$ cat src/rtl/core/pnp_pkg.sv
// ----------------------------------------------------------------------------
// pnp_pkg
// Shared types, character codes and helpers of the prefixed number parser.
// ----------------------------------------------------------------------------
`default_nettype none

package pnp_pkg;

  localparam int unsigned VALUE_BITS_DEF = 32;
  localparam int unsigned OUT_BITS       = 32;
  localparam int unsigned CHAR_BITS      = 8;
  localparam int unsigned M_DATA_BITS    = 40;

  typedef enum logic [2:0] {
    PH_PREFIX,
    PH_ZERO,
    PH_SIGN,
    PH_DIGITS,
    PH_STOPPED
  } phase_e;

  typedef enum logic [2:0] {
    RAD_NONE,
    RAD_BIN,
    RAD_OCT,
    RAD_DEC,
    RAD_HEX
  } radix_e;

  typedef struct packed {
    phase_e phase;
    radix_e radix;
    logic   negative;
    logic   clean_stop;
  } pnp_state_t;

  typedef struct packed {
    logic [OUT_BITS-1:0] value;
    logic                well_formed;
  } pnp_result_t;

  localparam pnp_state_t STATE_RESET = '{
    phase:      PH_PREFIX,
    radix:      RAD_NONE,
    negative:   1'b0,
    clean_stop: 1'b1
  };

  localparam logic [7:0] CH_NUL     = 8'h00;
  localparam logic [7:0] CH_TAB     = 8'h09;
  localparam logic [7:0] CH_CR      = 8'h0d;
  localparam logic [7:0] CH_SPACE   = 8'h20;
  localparam logic [7:0] CH_HASH    = 8'h23;
  localparam logic [7:0] CH_DOLLAR  = 8'h24;
  localparam logic [7:0] CH_PERCENT = 8'h25;
  localparam logic [7:0] CH_AMP     = 8'h26;
  localparam logic [7:0] CH_LPAREN  = 8'h28;
  localparam logic [7:0] CH_RPAREN  = 8'h29;
  localparam logic [7:0] CH_PLUS    = 8'h2b;
  localparam logic [7:0] CH_COMMA   = 8'h2c;
  localparam logic [7:0] CH_MINUS   = 8'h2d;
  localparam logic [7:0] CH_0       = 8'h30;
  localparam logic [7:0] CH_1       = 8'h31;
  localparam logic [7:0] CH_9       = 8'h39;
  localparam logic [7:0] CH_UC_A    = 8'h41;
  localparam logic [7:0] CH_UC_Z    = 8'h5a;
  localparam logic [7:0] CH_A       = 8'h61;
  localparam logic [7:0] CH_B       = 8'h62;
  localparam logic [7:0] CH_C       = 8'h63;
  localparam logic [7:0] CH_D       = 8'h64;
  localparam logic [7:0] CH_E       = 8'h65;
  localparam logic [7:0] CH_F       = 8'h66;
  localparam logic [7:0] CH_I       = 8'h69;
  localparam logic [7:0] CH_O       = 8'h6f;
  localparam logic [7:0] CH_U       = 8'h75;
  localparam logic [7:0] CH_X       = 8'h78;
  localparam logic [7:0] CASE_SHIFT = 8'h20;

  localparam logic [4:0] NO_DIGIT   = 5'd16;
  localparam logic [4:0] HEX_LETTER = 5'd10;

  function automatic logic [4:0] digit_of(input logic [7:0] c);
    logic [4:0] d;
    d = NO_DIGIT;
    if (c >= CH_0 && c <= CH_9) begin
      d = 5'(c - CH_0);
    end else if (c >= CH_A && c <= CH_F) begin
      d = 5'(c - CH_A) + HEX_LETTER;
    end
    return d;
  endfunction

  function automatic logic is_stop(input logic [7:0] c);
    return (c == CH_COMMA) || (c == CH_MINUS) || (c == CH_PLUS) ||
           (c == CH_LPAREN) || (c == CH_RPAREN) || (c == CH_SPACE) ||
           (c >= CH_TAB && c <= CH_CR);
  endfunction

  function automatic logic digit_ok(input logic [4:0] d, input radix_e r);
    logic ok;
    case (r)
      RAD_BIN: ok = (d < 5'd2);
      RAD_OCT: ok = (d < 5'd8);
      RAD_DEC: ok = (d < 5'd10);
      RAD_HEX: ok = (d < 5'd16);
      default: ok = 1'b0;
    endcase
    return ok;
  endfunction

endpackage

`default_nettype wire

$ cat src/rtl/core/pnp_step.sv
// ----------------------------------------------------------------------------
// pnp_step
// Next-state and result logic for one string byte.
// ----------------------------------------------------------------------------
`default_nettype none

module pnp_step #(
  parameter int unsigned VALUE_BITS = pnp_pkg::VALUE_BITS_DEF
) (
  input  wire logic [7:0]            char_i,
  input  wire logic                  default_hex_i,
  input  wire pnp_pkg::pnp_state_t   state_i,
  input  wire logic [VALUE_BITS-1:0] acc_i,
  output pnp_pkg::pnp_state_t        state_o,
  output logic [VALUE_BITS-1:0]      acc_o,
  output pnp_pkg::pnp_result_t       result_o
);

  logic [4:0]            digit;
  logic [7:0]            lc;
  logic                  is_dec;
  logic                  do_prefix;
  logic                  take;
  pnp_pkg::radix_e       def_radix;
  pnp_pkg::pnp_state_t   state_pre;
  logic [VALUE_BITS-1:0] acc_scaled;
  logic [VALUE_BITS-1:0] acc_next;
  logic [VALUE_BITS-1:0] signed_val;

  assign digit     = pnp_pkg::digit_of(char_i);
  assign is_dec    = (char_i >= pnp_pkg::CH_0) && (char_i <= pnp_pkg::CH_9);
  assign lc        = (char_i >= pnp_pkg::CH_UC_A && char_i <= pnp_pkg::CH_UC_Z) ?
                     char_i + pnp_pkg::CASE_SHIFT : char_i;
  assign def_radix = default_hex_i ? pnp_pkg::RAD_HEX : pnp_pkg::RAD_DEC;

  always_comb begin
    state_pre = state_i;
    do_prefix = 1'b0;
    take      = 1'b0;
    case (state_i.phase)
      pnp_pkg::PH_PREFIX: begin
        do_prefix = 1'b1;
      end
      pnp_pkg::PH_ZERO: begin
        if (is_dec) begin
          state_pre.radix = def_radix;
          state_pre.phase = pnp_pkg::PH_DIGITS;
          take            = 1'b1;
        end else begin
          do_prefix = 1'b1;
        end
      end
      pnp_pkg::PH_SIGN: begin
        state_pre.phase = pnp_pkg::PH_DIGITS;
        if (char_i == pnp_pkg::CH_MINUS) begin
          state_pre.negative = 1'b1;
        end else begin
          take = 1'b1;
        end
      end
      pnp_pkg::PH_DIGITS: begin
        take = 1'b1;
      end
      default: begin
      end
    endcase

    if (do_prefix) begin
      case (lc) inside
        pnp_pkg::CH_PERCENT: begin
          state_pre.radix = pnp_pkg::RAD_BIN;
          state_pre.phase = pnp_pkg::PH_SIGN;
        end
        pnp_pkg::CH_O, pnp_pkg::CH_AMP: begin
          state_pre.radix = pnp_pkg::RAD_OCT;
          state_pre.phase = pnp_pkg::PH_SIGN;
        end
        pnp_pkg::CH_X, pnp_pkg::CH_DOLLAR: begin
          state_pre.radix = pnp_pkg::RAD_HEX;
          state_pre.phase = pnp_pkg::PH_SIGN;
        end
        pnp_pkg::CH_U, pnp_pkg::CH_I, pnp_pkg::CH_HASH: begin
          state_pre.radix = pnp_pkg::RAD_DEC;
          state_pre.phase = pnp_pkg::PH_SIGN;
        end
        pnp_pkg::CH_0: begin
          state_pre.phase = pnp_pkg::PH_ZERO;
        end
        [pnp_pkg::CH_1:pnp_pkg::CH_9]: begin
          state_pre.radix = def_radix;
          state_pre.phase = pnp_pkg::PH_DIGITS;
          take            = 1'b1;
        end
        pnp_pkg::CH_A, pnp_pkg::CH_C, pnp_pkg::CH_E, pnp_pkg::CH_F: begin
          if (default_hex_i) begin
            state_pre.radix = pnp_pkg::RAD_HEX;
            state_pre.phase = pnp_pkg::PH_DIGITS;
            take            = 1'b1;
          end else begin
            state_pre.clean_stop = 1'b0;
            state_pre.phase      = pnp_pkg::PH_STOPPED;
          end
        end
        pnp_pkg::CH_B, pnp_pkg::CH_D: begin
          if (default_hex_i) begin
            state_pre.radix = pnp_pkg::RAD_HEX;
            state_pre.phase = pnp_pkg::PH_DIGITS;
            take            = 1'b1;
          end else begin
            state_pre.radix = (lc == pnp_pkg::CH_B) ? pnp_pkg::RAD_BIN : pnp_pkg::RAD_DEC;
            state_pre.phase = pnp_pkg::PH_SIGN;
          end
        end
        default: begin
          state_pre.clean_stop = 1'b0;
          state_pre.phase      = pnp_pkg::PH_STOPPED;
        end
      endcase
    end
  end

  always_comb begin
    case (state_pre.radix)
      pnp_pkg::RAD_BIN: acc_scaled = acc_i << 1;
      pnp_pkg::RAD_OCT: acc_scaled = acc_i << 3;
      pnp_pkg::RAD_DEC: acc_scaled = (acc_i << 3) + (acc_i << 1);
      pnp_pkg::RAD_HEX: acc_scaled = acc_i << 4;
      default:          acc_scaled = '0;
    endcase
    acc_next = acc_scaled + {{(VALUE_BITS-4){1'b0}}, digit[3:0]};
  end

  always_comb begin
    state_o = state_pre;
    acc_o   = acc_i;
    if (take) begin
      if (pnp_pkg::digit_ok(digit, state_pre.radix)) begin
        acc_o = acc_next;
      end else begin
        state_o.clean_stop = pnp_pkg::is_stop(char_i);
        state_o.phase      = pnp_pkg::PH_STOPPED;
      end
    end
    if (char_i == pnp_pkg::CH_NUL) begin
      state_o = pnp_pkg::STATE_RESET;
      acc_o   = '0;
    end
  end

  assign signed_val = state_i.negative ? (~acc_i + VALUE_BITS'(1)) : acc_i;

  generate
    if (VALUE_BITS >= pnp_pkg::OUT_BITS) begin : g_wide
      always_comb begin
        result_o.value = signed_val[pnp_pkg::OUT_BITS-1:0];
        if (state_i.phase == pnp_pkg::PH_PREFIX || state_i.phase == pnp_pkg::PH_ZERO) begin
          result_o.value = '0;
        end
      end
    end else begin : g_narrow
      always_comb begin
        result_o.value = {{(pnp_pkg::OUT_BITS-VALUE_BITS){signed_val[VALUE_BITS-1]}},
                          signed_val};
        if (state_i.phase == pnp_pkg::PH_PREFIX || state_i.phase == pnp_pkg::PH_ZERO) begin
          result_o.value = '0;
        end
      end
    end
  endgenerate

  always_comb begin
    case (state_i.phase)
      pnp_pkg::PH_PREFIX: result_o.well_formed = 1'b0;
      pnp_pkg::PH_ZERO:   result_o.well_formed = 1'b1;
      default:            result_o.well_formed = state_i.clean_stop;
    endcase
  end

endmodule

`default_nettype wire

$ cat src/rtl/core/pnp_out_stage.sv
// ----------------------------------------------------------------------------
// pnp_out_stage
// Result register feeding the master-side stream.
// ----------------------------------------------------------------------------
`default_nettype none

module pnp_out_stage (
  input  wire logic                            clk_i,
  input  wire logic                            rst_ni,
  input  wire logic                            load_i,
  input  wire pnp_pkg::pnp_result_t            result_i,
  output logic                                 load_ok_o,
  output logic                                 m_tvalid,
  input  wire logic                            m_tready,
  output logic [pnp_pkg::M_DATA_BITS-1:0]      m_tdata
);

  logic                 valid_q, valid_d;
  pnp_pkg::pnp_result_t res_q, res_d;

  assign load_ok_o = !valid_q || m_tready;

  always_comb begin
    valid_d = valid_q;
    res_d   = res_q;
    if (load_i) begin
      valid_d = 1'b1;
      res_d   = result_i;
    end else if (m_tready) begin
      valid_d = 1'b0;
    end
  end

  always_ff @(posedge clk_i or negedge rst_ni) begin
    if (!rst_ni) begin
      valid_q <= 1'b0;
    end else begin
      valid_q <= valid_d;
    end
  end

  always_ff @(posedge clk_i) begin
    res_q <= res_d;
  end

  assign m_tvalid = valid_q;
  assign m_tdata  = {{(pnp_pkg::M_DATA_BITS - pnp_pkg::OUT_BITS - 1){1'b0}},
                     res_q.well_formed, res_q.value};

endmodule

`default_nettype wire

$ cat src/rtl/core/prefixed_number_parser.sv
// ----------------------------------------------------------------------------
// prefixed_number_parser
// Radix-prefixed integer parser: one string byte per request, one result
// (signed value and well-formed flag) per terminating NUL.
//
// channel   direction  fields (lowest bit first)
// s_*       in         tdata: char_in[7:0]
// m_*       out        tdata: value[31:0], well_formed[32], zero pad[39:33]
// cfg_*     in         wdata: default_hex
//
// One byte per cycle while no NUL is held back; a byte is registered in the
// input register and updates the parse state as it leaves, and a leaving NUL
// also loads its result into the result register that drives m_*. Reset
// clears all parse state and default_hex. A NUL waits in the input register
// while the result register is full and not taken, stalling s_* for that time.
// ----------------------------------------------------------------------------
`default_nettype none

module prefixed_number_parser #(
  parameter int unsigned VALUE_BITS = pnp_pkg::VALUE_BITS_DEF
) (
  input  wire logic                           clk_i,
  input  wire logic                           rst_ni,
  input  wire logic                           s_tvalid,
  output logic                                s_tready,
  input  wire logic [7:0]                     s_tdata,   // char_in[7:0]
  output logic                                m_tvalid,
  input  wire logic                           m_tready,
  output logic [pnp_pkg::M_DATA_BITS-1:0]     m_tdata,   // value[31:0], well_formed[32]
  input  wire logic                           cfg_we_i,
  input  wire logic                           cfg_wdata_i
);

  logic                  in_valid_q, in_valid_d;
  logic [7:0]            char_q;
  logic                  default_hex_q;
  pnp_pkg::pnp_state_t   state_q, state_d;
  logic [VALUE_BITS-1:0] acc_q, acc_d;
  pnp_pkg::pnp_result_t  result;
  logic                  is_nul;
  logic                  load_ok;
  logic                  advance;
  logic                  emit;
  logic                  accept;

  assign is_nul   = (char_q == pnp_pkg::CH_NUL);
  assign advance  = in_valid_q && (!is_nul || load_ok);
  assign emit     = advance && is_nul;
  assign s_tready = !in_valid_q || advance;
  assign accept   = s_tvalid && s_tready;

  always_comb begin
    in_valid_d = in_valid_q;
    if (accept) begin
      in_valid_d = 1'b1;
    end else if (advance) begin
      in_valid_d = 1'b0;
    end
  end

  always_ff @(posedge clk_i or negedge rst_ni) begin
    if (!rst_ni) begin
      in_valid_q    <= 1'b0;
      default_hex_q <= 1'b0;
      state_q       <= pnp_pkg::STATE_RESET;
      acc_q         <= '0;
    end else begin
      in_valid_q <= in_valid_d;
      if (cfg_we_i) begin
        default_hex_q <= cfg_wdata_i;
      end
      if (advance) begin
        state_q <= state_d;
        acc_q   <= acc_d;
      end
    end
  end

  always_ff @(posedge clk_i) begin
    if (accept) begin
      char_q <= s_tdata;
    end
  end

  pnp_step #(
    .VALUE_BITS(VALUE_BITS)
  ) u_step (
    .char_i        (char_q),
    .default_hex_i (default_hex_q),
    .state_i       (state_q),
    .acc_i         (acc_q),
    .state_o       (state_d),
    .acc_o         (acc_d),
    .result_o      (result)
  );

  pnp_out_stage u_out (
    .clk_i     (clk_i),
    .rst_ni    (rst_ni),
    .load_i    (emit),
    .result_i  (result),
    .load_ok_o (load_ok),
    .m_tvalid  (m_tvalid),
    .m_tready  (m_tready),
    .m_tdata   (m_tdata)
  );

  a_nul_restarts: assert property (@(posedge clk_i) disable iff (!rst_ni)
    emit |=> (state_q.phase == pnp_pkg::PH_PREFIX) && (acc_q == '0) && !state_q.negative)
    else $error("parse state not cleared after end of string");

  a_prefix_acc_zero: assert property (@(posedge clk_i) disable iff (!rst_ni)
    (state_q.phase == pnp_pkg::PH_PREFIX || state_q.phase == pnp_pkg::PH_ZERO)
      |-> (acc_q == '0) && !state_q.negative)
    else $error("accumulator holds digits before the radix is settled");

  a_emit_has_room: assert property (@(posedge clk_i) disable iff (!rst_ni)
    emit |-> (!m_tvalid || m_tready))
    else $error("result loaded over an untaken result");

  a_held_byte: assert property (@(posedge clk_i) disable iff (!rst_ni)
    (in_valid_q && !advance) |=> in_valid_q && $stable(char_q))
    else $error("stalled byte lost from the input register");

endmodule

`default_nettype wire

$ cat config.mk
export PLATFORM = sky130hd
export DESIGN_NAME = prefixed_number_parser
export DESIGN_NICKNAME = d
export VERILOG_FILES = /design/src/rtl/core/pnp_pkg.sv /design/src/rtl/core/pnp_step.sv /design/src/rtl/core/pnp_out_stage.sv /design/src/rtl/core/prefixed_number_parser.sv
export SDC_FILE = /design/constraint.sdc
export NUM_CORES = 1
export LEC_CHECK = 0
export BUFFER_PORTS_ARGS = -buffer_cell sky130_fd_sc_hd__buf_2
export CAP_MARGIN = 0
export CORE_MARGIN = 1
export CORE_UTILIZATION = 55
export DETAILED_ROUTE_END_ITERATION = 12
export PLACE_DENSITY = 0.73
export SYNTH_ARGS = -nofsm -noshare
export SYNTH_HDL_FRONTEND = slang
export SYNTH_SLANG_ARGS = --single-unit
$ cat constraint.sdc
create_clock -name clk_i -period 12.3 [get_ports clk_i]
set_input_delay 1.845 -clock clk_i [delete_from_list [all_inputs] [get_ports clk_i]]
set_output_delay 1.845 -clock clk_i [all_outputs]
set_load 0.05 [all_outputs]
==> run metrics, run 1 <==
run status=complete, no violations; port buffer count=48; gp weighted congestion=0.9249; maximum vdd drop=0.00008784 V; CTS Buf Count=9; Comb power frac=46.4%; routed via count=8038; Initial DRC Count=832; antenna violations before repair=0; pin count of the biggest net entering global routing=54; vias in the first global route=7228; CTS Hold Bufs=0; sequential share of the synthesized area=27.28%; CP max-delay cell=nor4b_2; post-cts sizing count=0; CP Class=reg -> reg; global-route wire length before repair=37970 um; GR Util All Layers=30.05%; slew margin rel.=20.27%; WL final=23760 um; Buf/Inv on CP=3; top_reg_cell synth=dfrtp_1; EDFF count, synth=41; RSZ-0062 raised after global routing=false; die width=126.0 um; # DRC=0; endpoint type of the worst setup path=flop; per-cell routed wire length=19.54 um; drt pass-1 iters=8; Worst Tran Pin Value=1.195 ns; startpoint types=flop; Worst EP arrival=7.61 ns; layout cells sized above 1=12.02%; Net Sw Frac=46.29%; Core Footprint=14750 um^2; Setup TNS=0 ns; net switching power=0.0005665 W; postcts setup bufs=0; Achievable Freq=0.1360 GHz; Clock Power Share=24.2%; CTS root buffer=clkbuf_16; CP Max Fanout=19; CTS Buffer Depth=2; ANT nets after route=0; Starting Density=57.34%; syn_area_per_cell=8.246 um^2; Internal=0.0006573 W; dpl hpwl=17430 um; Hold Crit Class=reg -> reg; FP Rows=44; Post-Synthesis Cell Area=8461 um^2; Worst-path clk slew=0.07 ns; minimum clock period after layout=7.355 ns; nets=1082; Sink Count=84; Die Span Y=126.0 um; Power Density=136.2 nW/um^2; final count of pins violating max slew=0; Final WS setup=4.945 ns; worst skew pair latency=0.35 ns; H-tree depth=3; # diodes=0; top cell family by delay on the critical path=simple AND/OR/NAND/NOR gates; CP Data Required Time=12.56 ns; slowest stage delay, CP=0.81 ns; leakage power=3.486 nW; Synth async-reset ratio=51.19%; Via density=6.610; total global routing overflow=0; CTS tree=done; Seq cells post-synth=84; worst-path cell chain=inv_1 -> ha_1 -> nor4b_2 -> and2_1 -> nor4b_2 -> nor3_1 -> and3b_1 -> o21a_1 -> nand2b_1 -> nand2_1 -> nor2_1 -> ha_1 -> inv_1 -> fa_1 -> inv_1 -> a21oi_1 -> a211oi_1 -> and3_1 -> nor4b_2 -> a31oi_1 -> o31ai_1; Layout area overhead=6.226%; Ports=56; endpoints failing setup=0; final count of hold timing violations=0; Flop pwr share=29.4%; Max Cap Violations=0; die area=15880 um^2; pre-CTS setup slack=5.084 ns; skew final=0.007423 ns; Final period util=59.80%; Syn. warnings=0; Synth cell types=105; Post-Syn Instances=1026
cell families after synthesis:
group / Yosys count / share of synthesized area (%)
buf+inv: 100 / 5.457
fa+ha+maj: 42 / 6.359
simple gates: 400 / 25.17
compound gates: 319 / 27.14
mux: 14 / 1.715
flops: 84 / 27.28
other cells: 1 / 0.04432
xor+xnor: 66 / 6.832
power groups by stage:
stage / registers, W / logic (W) / clock network, W
6_report: 0.000359 / 0.000568 / 0.000297
5_1_grt: 0.000363 / 0.000607 / 0.000310
4_1_cts: 0.000358 / 0.000552 / 0.000299
3_5_place_dp: 0.000364 / 0.000548 / 0
3_3_place_gp: 0.000363 / 0.000544 / 0
2_1_floorplan: 0.000338 / 0.000438 / 0
layer usage:
| layer | global-route usage (%) | wire length (um) |
|---|---|---|
| met1 | 40.18 | 10540 |
| met2 | 49.01 | 10870 |
| met3 | 4.885 | 1796 |
| met4 | 10.91 | 546 |
| met5 | 0 | 0 |
cells in the mapped netlist (all sizes together) (13+ instances only):
library cell / count / area (um^2)
dfrtp: 42 / 1051
edfxtp: 41 / 1231
and3: 19 / 118.9
o21ai: 74 / 374.1
nand3: 51 / 255.2
nand2: 104 / 400.4
nor3: 26 / 130.1
nor2b: 13 / 81.33
nor2: 77 / 301.5
a21oi: 58 / 294.0
a31oi: 15 / 93.84
buf: 37 / 225.2
or4: 13 / 108.9
clkbuf: 37 / 138.9
inv: 26 / 97.59
o31ai: 23 / 186.4
nand2b: 16 / 100.1
xor2: 40 / 350.3
xnor2: 26 / 227.7
a21o: 14 / 105.1
mux2i: 13 / 133.9
ha: 39 / 488.0
placed cells by master (no fill, tap or decap), types with 15 or more instances in the layout:
cell type  instances
nand2b_1          16
ha_1              39
nor2_1            73
o31ai_1           22
nand2_1          102
xor2_1            40
edfxtp_1          41
xnor2_1           26
buf_2             48
dfrtp_1           42
nand3_1           51
a31oi_1           15
inv_1             26
a21oi_1           57
and3_1            19
nor3_1            26
o21ai_0           66
flip-flops by register name (all words and copies together), names as in the netlist:
| signal | count |
|---|---|
| acc_q | 32 |
| char_q | 8 |
| default_hex_q | 1 |
| in_valid_q | 1 |
| state_q | 8 |
| u_out.m_tdata | 33 |
| u_out.m_tvalid | 1 |
layout make-up:
cell class                      instances  area [um^2]
Clock inverter                          4        52.55
Timing Repair Buffer                   58        315.3
Fill cell                            1334         5767
Inverter                               26        97.59
Sequential cell                        84         2308
Multi-Input combinational cell        848         5715
Tap cell                              184        230.2
Clock buffer                           12        267.8
per-stage QoR:
stage	instances	util [%]	hold WS [ns]	instance area [um^2]	total power (W)
CTS	1216	60.91	0.5283	8987	0.001209
finish	1216	60.91	0.5250	8987	0.001224
floorplan	1032	-	0.4635	8483	0.0007764
global placement	1200	58.74	0.5149	8667	0.0009075
detailed placement	1200	58.74	0.5182	8667	0.0009117
global route	1216	60.91	0.5432	8987	0.001280
path summary, 6_finish.rpt:
| check | cells after the start | slack, ns | start | end |
|---|---|---|---|---|
| min in group asynchronous | 1 | 1.70 | rst_ni | state_q[7] |
| setup reg to reg | 21 | 4.95 | char_q[1] | acc_q[19] |
| max in group asynchronous | 1 | 9.93 | rst_ni | acc_q[16] |
| setup / recovery | 21 | 4.95 | char_q[1] | acc_q[19] |
| hold / removal | 1 | 0.53 | state_q[0] | state_q[0] |
| hold reg to reg | 1 | 0.53 | state_q[0] | state_q[0] |
(Power assumes the default switching activity.)
==> run 2: changes to the inputs <==
- clock period: 12.3 -> 7 ns (I/O delays scaled with it)
==> run 2 against run 1 <==
  * Total power increased by 74%
  * Combinational power increased by 78%
  * Clock skew about the same
  * Critical endpoint is now acc_q[24]
==> run metrics, run 2 (same netlist as run 1, synthesis figures left out) <==
drt pass-1 iters=5; Flop pwr share=29.5%; final instance area=9017 um^2; Core Footprint=14750 um^2; Hold Crit Class=reg -> reg; per-cell routed wire length=19.72 um; port buffer count=48; vias in the first global route=7584; routed via count=8209; Clock Power Share=22.9%; Via density=6.712; final count of hold timing violations=0; Initial DRC Count=689; minimum clock period after layout=6.313 ns; Comb power frac=47.5%; Ports=56; slew margin rel.=22.10%; WL final=24120 um; Sink Count=84; maximum vdd drop=0.0002042 V; H-tree depth=3; antenna violations before repair=0; CTS tree=done; post-cts sizing count=0; CP Max Fanout=19; pin count of the biggest net entering global routing=53; CTS Buffer Depth=2; gp weighted congestion=0.9727; nets=1089; CP Data Required Time=7.26 ns; max reg flops=33; skew final=0.007758 ns; # diodes=0; total global routing overflow=0; Worst EP arrival=6.58 ns; RSZ-0062 raised after global routing=false; Setup TNS=0 ns; hold depth=1; Post-DP Area=8720 um^2; ANT nets after route=0; Final Util=61.12%; leakage power=3.506 nW; FP Rows=44; Worst-path clk slew=0.07 ns; dpl hpwl=17700 um; net switching power=0.0009935 W; Internal=0.001139 W; R2R cell count=20; Max Cap Violations=0; postcts setup bufs=0; Power Density=236.5 nW/um^2; Die Span Y=126.0 um; # DRC=0; commonest non-fill, non-tap cells in the layout=nand2_1 (102), nor2_1 (73), o21ai_0 (66); CP Class=reg -> reg; startpoint types=flop; worst skew pair latency=0.36 ns; endpoints failing setup=0; most common cell after layout, fill and taps aside=nand2_1; CTS root buffer=clkbuf_16; Worst Tran Pin Value=1.167 ns; CTS Hold Bufs=0; endpoint type of the worst setup path=flop; layout cells sized above 1=12.61%; GR Util All Layers=31.05%; Layout area overhead=6.581%; run status=complete, no violations; global-route wire length before repair=39230 um; CTS Buf Count=9; Starting Density=57.34%; Net Sw Frac=46.60%; die area=15880 um^2; die width=126.0 um; Final period util=90.18%; final count of pins violating max slew=0; Achievable Freq=0.1584 GHz
[run 2: cell count changes in the layout (fill, tap and decap cells not counted)]
cell | previous run | this run
buf_4 | 10 | 17
bufinv_16 | 1 | 0
clkinv_4 | 0 | 1
clkinvlp_4 | 0 | 1
inv_6 | 2 | 1
[run 2: critical path: stages, from the launching register on]
cell and delay [ns]:
edfxtp_1 0.51, inv_1 0.14, ha_1 0.40, nor4b_2 0.39
and2_1 0.36, o31ai_4 0.13, a32oi_1 0.31, o21ai_1 0.19
o21a_1 0.44, nor2_2 0.50, a21oi_1 0.08, a31oi_1 0.20
nor2_1 0.07, ha_1 0.37, a21oi_1 0.15, a2111oi_0 0.63
o21ai_1 0.40, nor4_2 0.33, buf_4 0.25, a21oi_1 0.10
o31ai_1 0.25
[run 2: worst paths after layout]
check	start	to	slack, ns
max in group asynchronous	rst_ni	acc_q[18]	5.51
worst min register to register	state_q[0]	state_q[0]	0.52
worst min-delay path	state_q[0]	state_q[0]	0.52
min in group asynchronous	rst_ni	state_q[7]	0.86
worst max register to register	char_q[1]	acc_q[24]	0.69
worst max-delay path	char_q[1]	acc_q[24]	0.69
[run 2: metrics by stage]
stage / hold slack [ns] / cells / power (W) / setup WS (ns)
2_1_floorplan: 0.4635 / 1032 / 0.001364 / 1.547
3_3_place_gp: 0.5120 / 1207 / 0.001616 / 1.028
3_5_place_dp: 0.5052 / 1207 / 0.001617 / 0.8829
4_1_cts: 0.5240 / 1223 / 0.002105 / 0.9005
5_1_grt: 0.5308 / 1223 / 0.002239 / 0.2118
6_report: 0.5190 / 1223 / 0.002132 / 0.6871
[run 2: power groups by stage]
stage | Clock [W] | Combinational, W | Sequential (W)
final | 0.000489 | 0.00101 | 0.000630
after global routing | 0.000513 | 0.00109 | 0.000638
after CTS | 0.000492 | 0.000985 | 0.000628
after detailed placement | 0 | 0.000979 | 0.000638
after global placement | 0 | 0.000979 | 0.000637
after floorplan | 0 | 0.000770 | 0.000594
[run 2: cell type report]
cell class	count	area, um^2
Timing Repair Buffer	65	367.9
Clock inverter	4	30.03
Multi-Input combinational cell	848	5715
Clock buffer	12	267.8
Inverter	26	97.59
Sequential cell	84	2308
Tap cell	184	230.2
Fill cell	1372	5737
[run 2: routing by layer]
metal	wire length [um]	GRT usage (%)	up-vias
li1	-	-	3884
met1	10440	40.79	3835
met2	10760	48.72	412
met3	1958	7.052	78
met4	954	14.03	0
met5	0	0	-
